--- config.mk ---
export PLATFORM = sky130hd
export DESIGN_NAME = circular_queue_with_search
export DESIGN_NICKNAME = d
export VERILOG_FILES = /design/src/sv/cqs_pkg.sv /design/src/sv/cqs_mem.sv /design/src/sv/circular_queue_with_search.sv
export SDC_FILE = /design/constraint.sdc
export NUM_CORES = 1
export LEC_CHECK = 0
export BUFFER_PORTS_ARGS = -buffer_cell sky130_fd_sc_hd__buf_2
export CAP_MARGIN = 20
export CORE_ASPECT_RATIO = 0.75
export CORE_MARGIN = 2
export CORE_UTILIZATION = 65
export CTS_CLUSTER_DIAMETER = 80
export CTS_CLUSTER_SIZE = 28
export DETAILED_ROUTE_END_ITERATION = 8
export HOLD_SLACK_MARGIN = 0.12
export PLACE_DENSITY_LB_ADDON = 0.1
export SKIP_CTS_REPAIR_TIMING = 1
export SLEW_MARGIN = 20
export SYNTH_ARGS = -nofsm -noshare
export SYNTH_HDL_FRONTEND = slang
export SYNTH_SLANG_ARGS = --single-unit
--- constraint.sdc ---
create_clock -name clk -period 9.1 [get_ports clk]
set_clock_uncertainty 0.05 [all_clocks]
set_input_delay 1.365 -clock clk [delete_from_list [all_inputs] [get_ports clk]]
set_output_delay 1.365 -clock clk [all_outputs]
set_load 0.02 [all_outputs]
--- src/sv/cqs_pkg.sv ---
// ----------------------------------------------------------------------------
// cqs_pkg
// Shared types and codes for the circular queue with search.
// ----------------------------------------------------------------------------
package cqs_pkg;

  localparam int unsigned DATA_W = 32;
  localparam int unsigned SLOT_W = 6;

  // operation codes
  typedef enum logic [1:0] {
    OP_ENQ    = 2'd0,
    OP_DEQ    = 2'd1,
    OP_TRAV   = 2'd2,
    OP_SEARCH = 2'd3
  } cqs_kind_t;

  // result status codes
  typedef enum logic [1:0] {
    ST_OK       = 2'd0,
    ST_FULL     = 2'd1,
    ST_EMPTY    = 2'd2,
    ST_NOTFOUND = 2'd3
  } cqs_status_t;

  typedef struct packed {
    cqs_kind_t                 kind;
    logic signed [DATA_W-1:0]  value;
  } cqs_in_t;

  typedef struct packed {
    cqs_status_t               status;
    logic signed [DATA_W-1:0]  data;
    logic [SLOT_W-1:0]         slot;
    logic                      last;
  } cqs_out_t;

endpackage

--- src/sv/cqs_mem.sv ---
// ----------------------------------------------------------------------------
// cqs_mem
// Slot storage: one write port, one read port, registered read data.
// ----------------------------------------------------------------------------
module cqs_mem #(
  parameter int unsigned DEPTH = 8,
  parameter int unsigned AW    = 3
) (
  input  logic                          clk,
  input  logic                          we,
  input  logic [AW-1:0]                 waddr,
  input  logic signed [cqs_pkg::DATA_W-1:0] wdata,
  input  logic [AW-1:0]                 raddr,
  output logic signed [cqs_pkg::DATA_W-1:0] rdata
);
  import cqs_pkg::*;

  logic signed [DATA_W-1:0] mem [DEPTH];

  always_ff @(posedge clk) begin
    if (we) begin
      mem[waddr] <= wdata;
    end
  end

  always_ff @(posedge clk) begin
    rdata <= mem[raddr];
  end

endmodule

--- src/sv/circular_queue_with_search.sv ---
// ----------------------------------------------------------------------------
// circular_queue_with_search
// Ring-buffer FIFO of signed 32-bit values with traverse and key search.
// ----------------------------------------------------------------------------
// enqueue and every request that hits a full or empty queue:
//   result strobed the cycle after the request, busy stays low
// dequeue: one slot read through the synchronous memory port, result registered from S_DEQ
// traverse and search: one slot read per cycle
// results cannot be stalled; out_valid pulses for one cycle per result
// synchronous active-low reset empties the queue; slot contents are kept
module circular_queue_with_search #(
  parameter int unsigned DEPTH = 8
) (
  input  logic              clk,
  input  logic              rst_n,
  input  logic              start,
  output logic              busy,
  input  cqs_pkg::cqs_in_t  in_req,
  output logic              out_valid,
  output cqs_pkg::cqs_out_t out_res
);
  import cqs_pkg::*;

  // pointer and count widths follow the depth
  localparam int unsigned PTR_W = (DEPTH > 1) ? $clog2(DEPTH) : 1;
  localparam int unsigned CNT_W = $clog2(DEPTH + 1);
  localparam logic [PTR_W-1:0] PTR_LAST = PTR_W'(DEPTH - 1);
  localparam logic [CNT_W-1:0] CNT_FULL = CNT_W'(DEPTH);

  typedef enum logic [1:0] {
    S_IDLE,
    S_DEQ,
    S_TRAV,
    S_SRCH
  } state_t;

  state_t                   state_r, state_nxt;
  logic [PTR_W-1:0]         head_r, head_nxt;
  logic [PTR_W-1:0]         tail_r, tail_nxt;
  logic [CNT_W-1:0]         occ_r, occ_nxt;
  logic [PTR_W-1:0]         scan_p_r, scan_p_nxt;   // slot whose data arrives now
  logic [CNT_W-1:0]         scan_i_r, scan_i_nxt;   // entries already visited
  logic signed [DATA_W-1:0] key_r, key_nxt;
  logic                     out_valid_r, out_valid_nxt;
  cqs_out_t                 out_res_r, out_res_nxt;

  // memory port signals
  logic                     mem_we;
  logic [PTR_W-1:0]         mem_waddr;
  logic [PTR_W-1:0]         mem_raddr;
  logic signed [DATA_W-1:0] mem_rdata;

  logic                     accept;
  logic                     scan_last;

  function automatic logic [PTR_W-1:0] wrap_inc(input logic [PTR_W-1:0] p);
    wrap_inc = (p == PTR_LAST) ? '0 : p + 1'b1;
  endfunction

  assign busy      = (state_r != S_IDLE);
  assign accept    = start && !busy;
  // last occupied entry of a scan is being looked at
  assign scan_last = (CNT_W'(scan_i_r + 1'b1) == occ_r);

  cqs_mem #(
    .DEPTH (DEPTH),
    .AW    (PTR_W)
  ) u_mem (
    .clk   (clk),
    .we    (mem_we),
    .waddr (mem_waddr),
    .wdata (in_req.value),
    .raddr (mem_raddr),
    .rdata (mem_rdata)
  );

  always_comb begin
    state_nxt     = state_r;
    head_nxt      = head_r;
    tail_nxt      = tail_r;
    occ_nxt       = occ_r;
    scan_p_nxt    = scan_p_r;
    scan_i_nxt    = scan_i_r;
    key_nxt       = key_r;
    out_valid_nxt = 1'b0;
    out_res_nxt   = out_res_r;
    mem_we        = 1'b0;
    mem_waddr     = tail_r;
    mem_raddr     = head_r;

    case (state_r)
      S_IDLE: begin
        if (accept) begin
          out_res_nxt = '{status: ST_OK, data: '0, slot: '0, last: 1'b1};
          if (in_req.kind == OP_ENQ) begin
            out_valid_nxt = 1'b1;
            if (occ_r == CNT_FULL) begin
              out_res_nxt.status = ST_FULL;
            end else begin
              // write at the tail, report the slot written
              mem_we           = 1'b1;
              tail_nxt         = wrap_inc(tail_r);
              occ_nxt          = occ_r + 1'b1;
              out_res_nxt.slot = SLOT_W'(tail_r);
            end
          end else if (occ_r == '0) begin
            // dequeue, traverse and search on an empty queue
            out_valid_nxt      = 1'b1;
            out_res_nxt.status = ST_EMPTY;
          end else begin
            // head slot read is issued now, data comes next cycle
            scan_p_nxt = head_r;
            scan_i_nxt = '0;
            key_nxt    = in_req.value;
            case (in_req.kind)
              OP_DEQ: begin
                head_nxt  = wrap_inc(head_r);
                occ_nxt   = occ_r - 1'b1;
                state_nxt = S_DEQ;
              end
              OP_TRAV:   state_nxt = S_TRAV;
              OP_SEARCH: state_nxt = S_SRCH;
              default:   state_nxt = S_IDLE;
            endcase
          end
        end
      end

      S_DEQ: begin
        out_valid_nxt = 1'b1;
        out_res_nxt   = '{status: ST_OK, data: mem_rdata, slot: '0, last: 1'b1};
        state_nxt     = S_IDLE;
      end

      S_TRAV: begin
        // one stored entry per cycle, next read issued in parallel
        mem_raddr     = wrap_inc(scan_p_r);
        scan_p_nxt    = wrap_inc(scan_p_r);
        scan_i_nxt    = scan_i_r + 1'b1;
        out_valid_nxt = 1'b1;
        out_res_nxt   = '{status: ST_OK, data: mem_rdata, slot: '0, last: scan_last};
        if (scan_last) begin
          state_nxt = S_IDLE;
        end
      end

      S_SRCH: begin
        mem_raddr  = wrap_inc(scan_p_r);
        scan_p_nxt = wrap_inc(scan_p_r);
        scan_i_nxt = scan_i_r + 1'b1;
        if (mem_rdata == key_r) begin
          out_valid_nxt = 1'b1;
          out_res_nxt   = '{status: ST_OK, data: '0, slot: SLOT_W'(scan_p_r), last: 1'b1};
          state_nxt     = S_IDLE;
        end else if (scan_last) begin
          out_valid_nxt = 1'b1;
          out_res_nxt   = '{status: ST_NOTFOUND, data: '0, slot: '0, last: 1'b1};
          state_nxt     = S_IDLE;
        end
      end

      default: state_nxt = S_IDLE;
    endcase
  end

  always_ff @(posedge clk) begin
    if (!rst_n) begin
      state_r     <= S_IDLE;
      head_r      <= '0;
      tail_r      <= '0;
      occ_r       <= '0;
      scan_i_r    <= '0;
      out_valid_r <= 1'b0;
    end else begin
      state_r     <= state_nxt;
      head_r      <= head_nxt;
      tail_r      <= tail_nxt;
      occ_r       <= occ_nxt;
      scan_i_r    <= scan_i_nxt;
      out_valid_r <= out_valid_nxt;
    end
    scan_p_r  <= scan_p_nxt;
    key_r     <= key_nxt;
    out_res_r <= out_res_nxt;
  end

  assign out_valid = out_valid_r;
  assign out_res   = out_res_r;

  // occupancy never exceeds the ring size
  a_occ_range: assert property (@(posedge clk) disable iff (!rst_n)
    occ_r <= CNT_FULL)
    else $error("occupancy beyond depth");

  // an empty queue has matching pointers
  a_empty_ptrs: assert property (@(posedge clk) disable iff (!rst_n)
    occ_r == '0 |-> head_r == tail_r)
    else $error("pointers differ on empty queue");

  // a successful enqueue grows the queue by one
  a_enq_grow: assert property (@(posedge clk) disable iff (!rst_n)
    accept && in_req.kind == OP_ENQ && occ_r != CNT_FULL |=> occ_r == $past(occ_r) + 1'b1)
    else $error("enqueue did not grow occupancy");

  // the dequeue read stage always produces its result
  a_deq_result: assert property (@(posedge clk) disable iff (!rst_n)
    state_r == S_DEQ |=> out_valid && out_res.last)
    else $error("dequeue result missing");

  // scans never run past the stored entries
  a_scan_bound: assert property (@(posedge clk) disable iff (!rst_n)
    (state_r == S_TRAV || state_r == S_SRCH) |-> scan_i_r < occ_r)
    else $error("scan beyond occupancy");

endmodule
==> reports/metrics.csv, run 1 <==
metric;value;unit
cp_num_buf_inv;3;
dpl.hpwl;17290;um
ir_drop;0.1707;mV
ant_nets;0;
dr.max_layer_used;met4;
p_comb_share;27.0;%
ys_ff_latch;378;
synth_most_common_cell;edfxtp_1;
synth_top_cell_by_area;edfxtp_1;
crit_chain;buf_2 -> nor2_1 -> inv_2 -> nor2_1 -> nand3_1 -> nor3_2 -> buf_4;
cpMostUsedCell;nor2_1;
grt_pass1_vias;7371;
die-area;24160;um^2
setup_tns;0;ns
fmax;255.7;MHz
ys_warn_count;0;
grt_usage;23.71;%
grt_overflow_total;0;
die_h;135.1;um
core_area;22290;um^2
root_buffer;clkbuf_16;
met2_length;13710;um
placed_area;15630;um^2
antenna_found_initial;0;
syn_to_final_growth;8.138;%
cts_tree;built;
h-tree-depth;1;
wl_per_cell;22.68;um
p_int;2937;uW
synth_area_leaders;edfxtp_1 66%, mux2i_1 13%, dfxtp_1 6.6%;
io_pins;80;
crit_type;in -> reg;
switching_share;30.72;%
p_seq_share;53.0;%
fin_crit;3.911;ns
grt_pass1_wl;42570;um
vias;7441;
synth_area;14900;um^2
final_nets;987;
synth_cells;859;
timing.final.crit_share;42.98;%
avgSynthCellArea;17.34;um^2
cp-end-kind;register;
cts_sinks;378;
drv_cap;0;
relSlewSlack;26.98;%
cp.arrival;4.03;ns
synth_top_area_share;66.31;%
cp_max_fo;22;
drc_errors;0;
fin_cells;1236;
drive_gt1_share;16.67;%
die_x;178.8;um
leakagePower;0.006725;uW
max_stage_delay;0.84;ns
avgViaCountPerCell;6.020;
grt_max_degree;130;
synthFlopType;edfxtp_1;
worstPathRequired;9.22;ns
routed_wl;28040;um
rsz0062_at_grt;false;
ys_types;48;
ys_async_sr_fraction;0;%
finalPower;4240;uW
gp_congestion;0.9186;
dp.cells;1210;
status;complete, no violations;
switchingPower;1302;uW
start_util;66.84;%
wl_met3;1139;um
fin_area;16110;um^2
drtPass1Iterations;6;
hold_viol;0;
slew_violations;0;
cts_buffers;17;
worstMarginPinSlew;1.095;ns
path_delay_family;simple AND/OR/NAND/NOR gates;
seq_area_frac_synth;72.90;%
cp_slowest_cell;nor3_2;
port_buffers;76;
first_iter_violations;621;
power_density;263.2;nW/um^2
clkLatencyLatePin;0.52;ns
clk_transition_reported_paths;0.11;ns
diodes;0;
synth_commonest_cells;329 x edfxtp_1, 195 x mux2i_1, 49 x dfxtp_1, 35 x xor2_1;
finalSetupViolations;0;
hold_path.class;reg -> reg;
clock_path_buffers;3;
wl_met1;12670;um
p_clk_share;20.1;%
rows;47;
startpoint_type;primary input;
synth-edff-count;329;
-- cell usage in the layout, fill, tap and decap left out, drive strengths merged, types with 2 or more instances in the layout --
| cell type | instances |
|---|---|
| xnor2 | 7 |
| a21oi | 11 |
| o22a | 2 |
| a32o | 3 |
| a31oi | 4 |
| xor2 | 35 |
| nand4 | 4 |
| a211oi | 2 |
| inv | 12 |
| o21ai | 4 |
| and2 | 32 |
| or3 | 3 |
| mux2i | 196 |
| a21o | 2 |
| nor4 | 10 |
| dfxtp | 49 |
| nand2 | 18 |
| o211ai | 2 |
| nor3 | 10 |
| nand3 | 6 |
| clkbuf | 24 |
| mux2 | 32 |
| ha | 14 |
| buf | 89 |
| conb | 3 |
| o2111ai | 2 |
| edfxtp | 329 |
| nand2b | 2 |
| nor2 | 23 |
-- final cells by class --
| type | count | area [um^2] |
|---|---|---|
| fillers | 1392 | 6177 |
| multi-input cells | 438 | 3836 |
| well taps | 294 | 367.9 |
| clock buffers | 24 | 451.7 |
| clock inverters | 2 | 25.02 |
| repair buffers | 89 | 528.0 |
| flip-flops and latches | 378 | 10860 |
| inverters | 11 | 41.29 |
-- power by group through the flow --
stage / clock network (uW) / logic [uW] / registers [uW]
finish: 850 / 1140 / 2250
global route: 918 / 1230 / 2270
CTS: 865 / 1150 / 2250
detailed placement: 0 / 1140 / 2290
global placement: 0 / 1110 / 2280
floorplan: 0 / 732 / 2360
-- final timing paths --
check | from | endpoint | slack, ns | depth (start not counted)
hold reg to reg | scan_i_r[2]$_SDFFE_PN0P_ | scan_i_r[2]$_SDFFE_PN0P_ | 0.49 | 2
setup reg to reg | state_r[0]$_SDFFE_PN0P_ | u_mem.rdata[1]$_DFF_P_ | 5.63 | 8
setup / recovery | in_req[32] | u_mem.mem[1][25]$_DFFE_PP_ | 5.19 | 7
hold / removal | scan_i_r[2]$_SDFFE_PN0P_ | scan_i_r[2]$_SDFFE_PN0P_ | 0.49 | 2
-- flip-flops by register name (all words and copies together), names as in the netlist --
register / count
head_r: 3
key_r: 32
mem_waddr: 3
occ_r: 4
out_res: 38
out_valid: 1
scan_i_r: 4
scan_p_r: 3
state_r: 2
u_mem.mem: 256
u_mem.rdata: 32
-- kinds of logic after synthesis --
kind of cell | Yosys count | share of synthesized area (%)
DFF | 378 | 72.90
muxes | 228 | 15.61
and+or+nand+nor | 111 | 3.905
buffers and inverters | 45 | 1.948
xor gates and xnor gates | 42 | 2.469
AOI/OAI and AO/OA | 39 | 1.831
adders and majority gates | 15 | 1.310
other | 1 | 0.02517
-- worst register-to-register path, stage by stage, from the launching register on --
cell     delay (ns)
dfxtp_1        0.41
inv_1          0.13
ha_1           0.29
nor2_4         0.29
nor3_1         0.13
a21oi_4        0.69
buf_4          0.80
mux2i_1        0.28
mux2_2         0.30
-- stage by stage --
stage                     hold WS (ns)  worst slack, ns  util [%]
after CTS                       0.4794            5.222     72.28
after global routing            0.5015            5.091     72.28
after floorplan                 0.4033            3.394         -
after detailed placement        0.4530            4.693     70.15
after global placement          0.4345            4.879     69.88
final                           0.4897            5.189     72.28
-- routing by layer --
| layer | global-route usage [%] | up-vias |
|---|---|---|
| li1 | - | 3419 |
| met2 | 39.27 | 209 |
| met3 | 2.449 | 39 |
| met5 | 0 | - |
| met4 | 4.878 | 0 |
| met1 | 34.88 | 3774 |
Power figures use the tool's default switching activity.
==> inputs of run 2 (changes only) <==
--- a/config.mk
+++ b/config.mk
@@ -9,7 +9,7 @@
 export CAP_MARGIN = 20
 export CORE_ASPECT_RATIO = 0.75
 export CORE_MARGIN = 2
-export CORE_UTILIZATION = 65
+export CORE_UTILIZATION = 61
 export CTS_CLUSTER_DIAMETER = 80
 export CTS_CLUSTER_SIZE = 28
 export DETAILED_ROUTE_END_ITERATION = 8
==> constraint.sdc (replaced) <==
create_clock -name clk -period 3.7 [get_ports clk]
set_clock_uncertainty 0.05 [all_clocks]
set_input_delay 0.555 -clock clk [delete_from_list [all_inputs] [get_ports clk]]
set_output_delay 0.555 -clock clk [all_outputs]
set_load 0.02 [all_outputs]
==> run 2 against run 1 <==
Die area rose by 6.4%. Routed wire length up 1.6%. Combinational power rose to 2.5 times the previous value. Power rose by 150%. Critical path depth decreased by 1. Register-to-register slack worse by 4.9 ns. Sequential share of layout area decreased by 0.51 points. Global-route usage down 1.3 points. Sequential cell count is the same.
==> reports/metrics.csv, run 2 (synthesis results as in run 1) <==
metric;value;unit
status;complete, no violations;
dpl.hpwl;16760;um
die_h;139.3;um
clk_transition_reported_paths;0.10;ns
cts_tree;built;
first_iter_violations;775;
cp-end-kind;register;
setup_tns;0;ns
largest_register_ffs;256;
core_area;23970;um^2
hold_viol;0;
fin_crit;2.995;ns
timing.rr.start;key_r[0]$_DFFE_PP_;
hold_path.class;in -> reg;
wl_per_cell;22.24;um
startpoint_type;register;
crit_type;reg -> reg;
ant_nets;0;
grt_pass1_vias;7286;
worstMarginPinSlew;0.8857;ns
start_util;62.15;%
leakagePower;0.006758;uW
whs;0.2582;ns
root_buffer;clkbuf_16;
layout_common_cells;329 x edfxtp_1, 195 x mux2i_1, 76 x buf_2, 49 x dfxtp_1, 35 x xor2_1;
port_buffers;76;
grt_max_degree;102;
drtPass1Iterations;5;
grt_pass1_wl;43070;um
slew_violations;0;
ir_drop;0.3949;mV
rows;49;
die_x;184.5;um
layout_commonest_cell;edfxtp_1;
timing.final.crit_share;80.94;%
vias;7382;
die-area;25700;um^2
drive_gt1_share;16.97;%
h-tree-depth;1;
clkLatencyLatePin;0.52;ns
cts_sinks;378;
grt_usage;22.46;%
rsz0062_at_grt;false;
relSlewSlack;40.81;%
avgViaCountPerCell;5.763;
cp_max_fo;25;
final_nets;990;
worstPathRequired;3.87;ns
drc_errors;0;
top_register;u_mem.mem;
cp.arrival;3.16;ns
power_density;650.4;nW/um^2
crit_path_start;key_r[0]$_DFFE_PP_;
antenna_found_initial;1;
clock_path_buffers;3;
fmax;333.9;MHz
io_pins;80;
drv_cap;0;
hp-start;in_req[22];
gp_congestion;0.9215;
timing.final.ws_setup;0.7053;ns
syn_to_final_growth;8.961;%
finalSetupViolations;0;
routed_wl;28490;um
cts_buffers;17;
pre_cts_ws;0.7405;ns
grt_overflow_total;0;
## run 2: worst max-delay path, stage by stage, from the launching register on
cell and delay [ns]:
edfxtp_1 0.39, xor2_1 0.19, nor4_1 0.62, nand4_1 0.33
o21ai_1 0.30, o22a_2 0.52, buf_12 0.26
## run 2: power breakdown
part           total [uW]  internal (uW)  switching (uW)
sequential           5530           5250             285
clock                2180            958            1220
combinational        2850           1120            1720
## run 2: cell type report
type | count | area [um^2]
flip-flops and latches | 378 | 10860
fillers | 1589 | 7739
multi-input cells | 438 | 3851
repair buffers | 92 | 550.5
clock buffers | 27 | 462.9
well taps | 331 | 414.1
clock inverters | 3 | 50.05
inverters | 11 | 41.29
diodes | 1 | 2.502
## run 2: path summary, 6_finish.rpt
kind | end | slack (ns) | depth (start not counted)
worst min register to register | head_r[2]$_SDFFE_PN0P_ | 0.48 | 2
worst min-delay path | u_mem.mem[7][22]$_DFFE_PP_ | 0.26 | 1
worst max-delay path | out_res[40]$_DFFE_PP_ | 0.71 | 6
worst max register to register | out_res[40]$_DFFE_PP_ | 0.71 | 6
## run 2: metal layers
metal	share of wire, %	vias up	global-route usage, %
li1	-	3416	-
met1	45	3737	32.29
met2	48	189	37.32
met3	4.4	40	2.696
met4	2.3	0	5.179
met5	0	-	0
## run 2: stage by stage
step                      power, uW  instances  utilization [%]  cell area [um^2]
final                         10560       1281            67.72             16230
after global routing          11010       1281            67.72             16230
after global placement         8406       1250            65.57             15720
after CTS                     10630       1280            67.71             16230
after floorplan                7598        861                -             14920
after detailed placement       8492       1250            65.57             15720
